File: src/rtl/core/nd_grad_pkg.sv
// Shared widths, codes and types for the graduated ND mask pipeline.
`default_nettype none

package nd_grad_pkg;

  // coordinate format: signed Q2.(CoordWidth-2)
  localparam int CoordWidth = 16;
  localparam int FracBits   = CoordWidth - 2;
  localparam int ShR        = (FracBits >= 14) ? (FracBits - 14) : 0;
  localparam int ShL        = (FracBits < 14) ? (14 - FracBits) : 0;
  localparam int SumW       = CoordWidth + 1;
  localparam int XW         = SumW + ShL - ShR;

  localparam int StrW = 16;
  localparam int CfgW = (CoordWidth > StrW) ? CoordWidth : StrW;
  localparam int IdxW = 3;
  localparam int OutW = 16;

  // linear term: strength * coordinate
  localparam int LinW = StrW + 1 + XW;

  // radial term: isqrt((x*x + y*y) << 8)
  localparam int SqW          = 2 * XW;
  localparam int RadW         = SqW + 8;
  localparam int RootW        = RadW / 2;
  localparam int BitsPerStage = 3;
  localparam int SqrtStages   = (RootW + BitsPerStage - 1) / BitsPerStage;
  localparam int RootPW       = SqrtStages * BitsPerStage;
  localparam int PadW         = 2 * RootPW;
  localparam int RemW         = RootPW + 2;

  // flat term: floor(strength * 2^19 / 5) = strength*K + floor(3*strength/5)
  localparam int FlatKW     = 17;
  localparam int FlatMulW   = 20;
  localparam int RecipShift = 20;
  localparam int FlatRemI   = (1 << 19) % 5;
  localparam int RecipI     = ((1 << RecipShift) + 4) / 5;
  localparam logic [FlatKW-1:0]   FlatK   = FlatKW'((1 << 19) / 5);
  localparam logic [FlatMulW-1:0] FlatMul = FlatMulW'(FlatRemI * RecipI);
  localparam int FlatW = StrW + 18;

  // t in Q.30, r in Q.30
  localparam int TW = LinW + 5;
  localparam int RW = 31;
  localparam logic signed [TW-1:0] OneT    = TW'(1 << 30);
  localparam logic [RW-1:0]        OneR    = RW'(1 << 30);
  localparam logic [RW-1:0]        RndHalf = RW'(1 << 14);
  localparam logic [OutW-1:0]      OneQ15  = OutW'(1 << 15);

  // mode codes
  localparam logic [1:0] ModeHoriz  = 2'd0;
  localparam logic [1:0] ModeVert   = 2'd1;
  localparam logic [1:0] ModeRadial = 2'd2;
  localparam logic [1:0] ModeFlat   = 2'd3;

  // register indexes
  localparam logic [IdxW-1:0] RegMode     = 3'd0;
  localparam logic [IdxW-1:0] RegXOffset  = 3'd1;
  localparam logic [IdxW-1:0] RegYOffset  = 3'd2;
  localparam logic [IdxW-1:0] RegStrength = 3'd3;
  localparam logic [IdxW-1:0] RegInvert   = 3'd4;

  localparam logic [StrW-1:0] StrengthReset = StrW'(4096);

  // terms that ride alongside the square root
  typedef struct packed {
    logic signed [LinW-1:0] lin;
    logic [FlatW-1:0]       flat;
  } nd_side_t;

endpackage

`default_nettype wire

File: src/rtl/core/nd_grad_sqrt.sv
// Pipelined restoring integer square root, a few root bits per stage.
`default_nettype none

module nd_grad_sqrt (
  input  logic                          clk_i,
  input  logic                          rst_ni,
  input  logic                          en_i,
  input  logic                          valid_i,
  input  logic [nd_grad_pkg::PadW-1:0]  rad_i,
  input  nd_grad_pkg::nd_side_t         side_i,
  output logic                          valid_o,
  output logic [nd_grad_pkg::RootW-1:0] root_o,
  output nd_grad_pkg::nd_side_t         side_o
);
  import nd_grad_pkg::*;

  logic              vld_q  [SqrtStages];
  logic [RootPW-1:0] root_q [SqrtStages];
  nd_side_t          side_q [SqrtStages];
  logic [PadW-1:0]   rad_q  [SqrtStages-1];
  logic [RemW-1:0]   rem_q  [SqrtStages-1];

  for (genvar g = 0; g < SqrtStages; g++) begin : g_stage
    logic [PadW-1:0]   rad_in, rad_d;
    logic [RemW-1:0]   rem_in, rem_d, trial;
    logic [RootPW-1:0] root_in, root_d;
    logic              vld_in;
    nd_side_t          side_in;

    if (g == 0) begin : g_first
      assign rad_in  = rad_i;
      assign rem_in  = '0;
      assign root_in = '0;
      assign vld_in  = valid_i;
      assign side_in = side_i;
    end else begin : g_next
      assign rad_in  = rad_q[g-1];
      assign rem_in  = rem_q[g-1];
      assign root_in = root_q[g-1];
      assign vld_in  = vld_q[g-1];
      assign side_in = side_q[g-1];
    end

    // one root bit per step: bring down two radicand bits, try 4r+1
    always_comb begin
      rad_d  = rad_in;
      rem_d  = rem_in;
      root_d = root_in;
      trial  = '0;
      for (int k = 0; k < BitsPerStage; k++) begin
        rem_d = {rem_d[RemW-3:0], rad_d[PadW-1 -: 2]};
        rad_d = rad_d << 2;
        trial = {root_d, 2'b01};
        if (rem_d >= trial) begin
          rem_d  = rem_d - trial;
          root_d = {root_d[RootPW-2:0], 1'b1};
        end else begin
          root_d = {root_d[RootPW-2:0], 1'b0};
        end
      end
    end

    always_ff @(posedge clk_i or negedge rst_ni) begin
      if (!rst_ni) begin
        vld_q[g] <= 1'b0;
      end else if (en_i) begin
        vld_q[g] <= vld_in;
      end
    end

    always_ff @(posedge clk_i) begin
      if (en_i) begin
        root_q[g] <= root_d;
        side_q[g] <= side_in;
      end
    end

    if (g < SqrtStages - 1) begin : g_carry
      always_ff @(posedge clk_i) begin
        if (en_i) begin
          rad_q[g] <= rad_d;
          rem_q[g] <= rem_d;
        end
      end
    end
  end

  assign valid_o = vld_q[SqrtStages-1];
  assign root_o  = root_q[SqrtStages-1][RootW-1:0];
  assign side_o  = side_q[SqrtStages-1];

endmodule

`default_nettype wire

File: config.mk
export PLATFORM = sky130hd
export DESIGN_NAME = nd_grad_sqrt
export DESIGN_NICKNAME = d
export VERILOG_FILES = /design/src/rtl/core/nd_grad_pkg.sv /design/src/rtl/core/nd_grad_sqrt.sv
export SDC_FILE = /design/constraint.sdc
export NUM_CORES = 1
export LEC_CHECK = 0
export ABC_AREA = 1
export BUFFER_PORTS_ARGS = -buffer_cell sky130_fd_sc_hd__clkbuf_2
export CORE_MARGIN = 1
export CORE_UTILIZATION = 30
export DETAILED_ROUTE_END_ITERATION = 7
export PLACE_DENSITY = 0.5
export SKIP_CTS_REPAIR_TIMING = 1
export SYNTH_ARGS = -nofsm -noshare
export SYNTH_HDL_FRONTEND = slang
export SYNTH_SLANG_ARGS = --single-unit
File: constraint.sdc
create_clock -name clk_i -period 16.8 [get_ports clk_i]
set_input_delay 1.68 -clock clk_i [delete_from_list [all_inputs] [get_ports clk_i]]
set_output_delay 1.68 -clock clk_i [all_outputs]
set_load 0.05 [all_outputs]
==> flow_summary.yaml, run 1 <==
outcome:
  status: "complete, no violations"
synthesis:
  synth_area_um2: 45800
  seq_area_frac_synth_pct: 53.6
  synthCells: 4966
  synth-seq-cells: 819
  synth-edff-count: 812
  async_flop_share_pct: 0.855
  synth_top_area_share_pct: 53.2
  synth_ff_type: "edfxtp_1"
  yosysWarnings: 0
  avgSynthCellArea_um2: 9.22
  synth_area_leaders: "edfxtp_1 (53%), nand2_1 (11%), ha_1 (6.9%), inv_1 (5.0%), nor2_1 (3.8%)"
  synth_area_leader_cell: "edfxtp_1"
  ys_types: 59
placed_design:
  io_buffers: 203
  place.gp.congestion: 0.920
  hpwl_mm: 95.0
timing:
  hold_viol_final: 0
  slew_headroom_pct: 33.7
  slew_violations: 0
  fmax_mhz: 110
  rsz0062_at_grt: "false"
  final.setup.tns_ns: 0
  tightest_slew_ns: 0.993
  setup_viol: 0
  fin_crit_sh_pct: 54.0
  period_needed_ns: 9.08
  skew_ns: 0.0510
detailed_routing:
  wire_per_inst_um: 16.8
  vias: 34200
  drc: 0
  drt-pass1-iter-count: 5
  viasPerCell: 4.66
  ant_nets: 0
  drt_iter0_drc: 2109
  totalWireLength_mm: 123
clock_network:
  clock_latency_ns: 0.72
  cts_buffers: 96
  cts_root_buf: "clkbuf_16"
  cts_tree: "done"
  clk_pin_slew_ns: 0.06
  ctsHtreeMaxLevel: 3
  cts_sinks: 819
  cts_buffer_depth: 3
die:
  core_area_um2: 152000
  rows: 143
  die_y_um: 393
  fp.dieArea_um2: 154000
  start_util_pct: 30.2
  ioPinCount: 204
  die_x_um: 393
global_route:
  grt_pass1_vias: 32800
  globalRoute.totalOverflow: 0
  grt_first_pass_wirelength_mm: 189
  antenna_found_initial: 7
  grt_max_degree: 163
  grt_usage_pct: 15.8
worst_hold_path:
  hold_class: "flip-flop to flip-flop"
  holdPathStages: 0
  hold_start: "rad_q[1][6]$_DFFE_PP_"
setup_path:
  crit_slowest_cell: "inv_1"
  startpoint: "root_q[4][14]$_DFFE_PP_"
  required_ns: 17.26
  crit_top_cell: "nand2_1"
  r2r_cells: 32
  critPathKind: "flip-flop to flip-flop"
  cp-end-kind: "flip-flop"
  cp.depth: 32
  arrival_ns: 9.54
  worstReg2RegStart: "root_q[4][14]$_DFFE_PP_"
  cpPeakStageDelay_ns: 1.00
  cp-start-kind: "flip-flop"
  path_buf_inv: 6
  crit_fanout: 30
  cp_top_family: "simple AND/OR/NAND/NOR gates"
finish:
  drive_gt1_share_pct: 9.43
  final_util_pct: 34.5
  diodes: 0
  final_common_cell: "nand2_1"
  layout_common_cells: "nand2_1 (1305), edfxtp_1 (812), inv_1 (608), nor2_1 (463), nand3_1 (325)"
  nets: 5588
  syn_to_final_growth_pct: 14.1
  fillers: 15700
power:
  peakVddDrop_mv: 0.0869
  power_leakage_uw: 0.0220
  p_per_area_nw_per_um2: 165
job:
  maxCapViolCount: 0
-- per-layer routing --
metal | global-route usage (%) | up-vias | part of all wire (%)
li1 | - | 17300 | -
met1 | 21.6 | 16000 | 47
met2 | 25.1 | 710 | 45
met3 | 2.84 | 181 | 4.7
met4 | 5.19 | 12 | 2.8
met5 | 0 | - | 0.054
-- cell families after synthesis --
logic type | count (synthesis) | synth area share [%]
flip-flops | 819 | 53.6
multiplexers | 1 | 0.0246
other | 1 | 0.00819
AND/OR/NAND/NOR | 2361 | 22.0
adder cells (fa/ha/maj) | 251 | 6.86
buffers and inverters | 687 | 6.00
AO/OA/AOI/OAI | 647 | 7.73
XOR/XNOR | 199 | 3.82
-- registers in the layout, indices dropped and copies added, names as in the netlist --
register / flops
side_q: 476
root_q: 84
rem_q: 126
g_stage.vld_in: 6
valid_o: 1
rad_q: 126
-- path summary, 6_finish.rpt --
path / endpoint / slack, ns
setup / recovery: rem_q[5][11]$_DFFE_PP_ / 7.72
min in group asynchronous: valid_o$_DFFE_PN0P_ / 0.79
max in group asynchronous: g_stage[2].vld_in$_DFFE_PN0P_ / 15.84
hold / removal: rad_q[2][12]$_DFFE_PP_ / 0.40
hold reg to reg: rad_q[2][12]$_DFFE_PP_ / 0.40
setup reg to reg: rem_q[5][11]$_DFFE_PP_ / 7.72
-- cell usage after synthesis (29+ instances only) --
cell type / count
a21oi_1: 254
edfxtp_1: 812
ha_1: 251
inv_1: 608
nand2_1: 1305
nand3_1: 325
nand4_1: 80
nor2_1: 464
nor2_2: 29
nor3_1: 50
o21ai_0: 262
xnor2_1: 90
xor2_1: 108
-- where the power goes --
| group | total [uW] | switching (uW) | internal (uW) |
|---|---|---|---|
| clock network | 2070 | 896 | 1180 |
| logic | 3850 | 2590 | 1260 |
| registers | 2720 | 143 | 2580 |
| total | 8640 | 3630 | 5010 |
-- cell type report --
class                   count  area, um^2  area share (%)
flip-flops and latches    819       24600            47.0
inverters                 630        2370            4.53
well taps                2030        2540            4.86
clock inverters            68         713            1.36
multi-input cells        3462       18500            35.4
repair buffers            214        1120            2.14
clock buffers             112        2460            4.71
-- through the flow --
stage	hold WS, ns	total power [uW]	std cells	instance area [um^2]	setup WS, ns
floorplan	0.400	5500	4968	45800	10.81
global placement	0.400	6570	7155	49100	7.72
detailed placement	0.405	6570	7155	49100	7.73
CTS	0.393	8730	7335	52300	7.70
global route	0.391	9350	7335	52300	6.89
finish	0.397	8640	7335	52300	7.72
(Power assumes the default switching activity.)
==> run 2, diff against run 1 <==
- clock period: 16.8 -> 9.39 ns (I/O delays scaled with it)
==> run 2 against run 1 <==
  * Die area unchanged
  * Core utilization rose by 0.073 points
  * Flip-flop and latch count did not move
  * Critical path depth is 4 higher
  * Power rose by 80%
  * Global-route usage is 0.46 points lower
  * Fmax grew 13%
==> flow_summary.yaml, run 2 (synthesis gave the netlist of run 1 again) <==
detailed_routing:
  vias: 34100
  wire_per_inst_um: 16.5
  viasPerCell: 4.66
  drt_iter0_drc: 2339
  drc: 0
  drt-pass1-iter-count: 6
  totalWireLength_mm: 121
  ant_nets: 0
setup_path:
  cp-end-kind: "flip-flop"
  crit_fanout: 30
  crit_top_cell: "nand2_1"
  r2r_cells: 36
  startpoint: "root_q[4][0]$_DFFE_PP_"
  cp_top_family: "simple AND/OR/NAND/NOR gates"
  worstReg2RegStart: "root_q[4][0]$_DFFE_PP_"
  cp.depth: 36
  cpPeakStageDelay_ns: 0.62
  arrival_ns: 8.46
  critPathKind: "flip-flop to flip-flop"
  cp-start-kind: "flip-flop"
  required_ns: 9.83
  crit_slowest_cell: "inv_1"
  path_buf_inv: 7
die:
  core_area_um2: 152000
  rows: 143
  die_y_um: 393
  start_util_pct: 30.2
  die_x_um: 393
  ioPinCount: 204
  fp.dieArea_um2: 154000
global_route:
  globalRoute.totalOverflow: 0
  antenna_found_initial: 7
  grt_usage_pct: 15.3
  use_met1_pct: 20.8
  use_met3_pct: 2.54
  grt_max_degree: 194
  grt_busiest_layer: "met2"
  grt_first_pass_wirelength_mm: 184
  grt_use_met2_pct: 24.8
  grt_pass1_vias: 32300
power:
  power_leakage_uw: 0.0220
  peakVddDrop_mv: 0.163
  p_per_area_nw_per_um2: 296
  p_sw_uw: 6460
  swShare_pct: 41.6
  p_comb_share_pct: 44.4
  p_clk_share_pct: 24.3
  cell_internal_pwr_uw: 9060
  seqPwrFrac_pct: 31.3
timing:
  rsz0062_at_grt: "false"
  skew_ns: 0.0569
  fin_crit_sh_pct: 85.3
  slew_headroom_pct: 27.2
  tightest_slew_ns: 1.09
  setup_viol: 0
  final.setup.tns_ns: 0
  hold_viol_final: 0
  period_needed_ns: 8.01
  slew_violations: 0
  fmax_mhz: 125
finish:
  layout_common_cells: "nand2_1 (1305), edfxtp_1 (812), inv_1 (608), nor2_1 (464), nand3_1 (325)"
  nets: 5589
  drive_gt1_share_pct: 9.30
  syn_to_final_growth_pct: 14.4
  largest_reg_flops: 476
  largest-register: "side_q"
  reg.largest.list: "side_q x476, rad_q x126, rem_q x126"
  final_util_pct: 34.5
  final_common_cell: "nand2_1"
  diodes: 0
placed_design:
  io_buffers: 203
  place.gp.congestion: 0.905
  hpwl_mm: 92.9
clock_network:
  clk_pin_slew_ns: 0.05
  cts_sinks: 819
  cts_buffer_depth: 3
  cts_buffers: 95
  cts_root_buf: "clkbuf_16"
  ctsHtreeMaxLevel: 3
  cts_tree: "done"
  clock_latency_ns: 0.73
job:
  maxCapViolCount: 0
outcome:
  status: "complete, no violations"
worst_hold_path:
  hold_class: "input port to asynchronous set/reset pin"
-- run 2: changes by cell type in the layout (fill, tap and decap cells not counted), sizes merged --
cell	delta
clkinvlp	+1
inv	-3
bufinv	+4
buf	+2
clkinv	-14
clkbuf	+8
-- run 2: per-layer routing --
layer,share of wire [%],vias to the layer above
met5,0.065,-
met4,2.6,12
met3,4.7,160
met2,46,738
met1,47,15900
li1,-,17300
-- run 2: worst paths after layout --
| check | slack [ns] | to |
|---|---|---|
| hold reg to reg | 0.37 | side_q[5][18]$_DFFE_PP_ |
| setup / recovery | 1.38 | rem_q[5][15]$_DFFE_PP_ |
| min in group clk_i | 0.37 | side_q[5][18]$_DFFE_PP_ |
| hold / removal | 0.04 | g_stage[1].vld_in$_DFFE_PN0P_ |
| setup reg to reg | 1.38 | rem_q[5][15]$_DFFE_PP_ |
| max in group asynchronous | 9.18 | g_stage[4].vld_in$_DFFE_PN0P_ |
-- run 2: through the flow --
step                std cells  worst slack [ns]  instance area [um^2]  hold slack, ns  total power (uW)
floorplan                4968              3.40                 45800           0.400              9850
global placement         7157              1.52                 49200           0.400             11800
CTS                      7333              1.36                 52400         -0.0257             15700
global route             7333             0.411                 52400         0.00646             16700
finish                   7333              1.38                 52400          0.0421             15500
detailed placement       7157              1.38                 49200           0.405             11800
-- run 2: final cells by class --
class / instances / area [um^2]
fill: 15700 / 99300
sequential: 819 / 24600
multi-input combinational: 3462 / 18500
tap: 2030 / 2540
clock buffer: 120 / 2480
inverter: 630 / 2370
timing repair buffer: 216 / 1190
clock inverter: 56 / 743
-- run 2: worst register-to-register path: cells and delay by family, from the launching register on --
| kind | cells | cell delay, ns |
|---|---|---|
| and+or+nand+nor | 20 | 3.16 |
| buffers and inverters | 7 | 1.73 |
| AOI/OAI and AO/OA | 6 | 1.33 |
| adders and majority gates | 3 | 1.14 |
| DFF | 1 | 0.38 |
-- run 2: power by group through the flow --
| stage | Combinational [uW] | Clock, uW | Sequential [uW] |
|---|---|---|---|
| finish | 6890 | 3780 | 4850 |
| global route | 7780 | 4070 | 4900 |
| CTS | 6860 | 3950 | 4860 |
| detailed placement | 6820 | 0 | 4940 |
| global placement | 6830 | 0 | 4930 |
| floorplan | 4950 | 0 | 4900 |
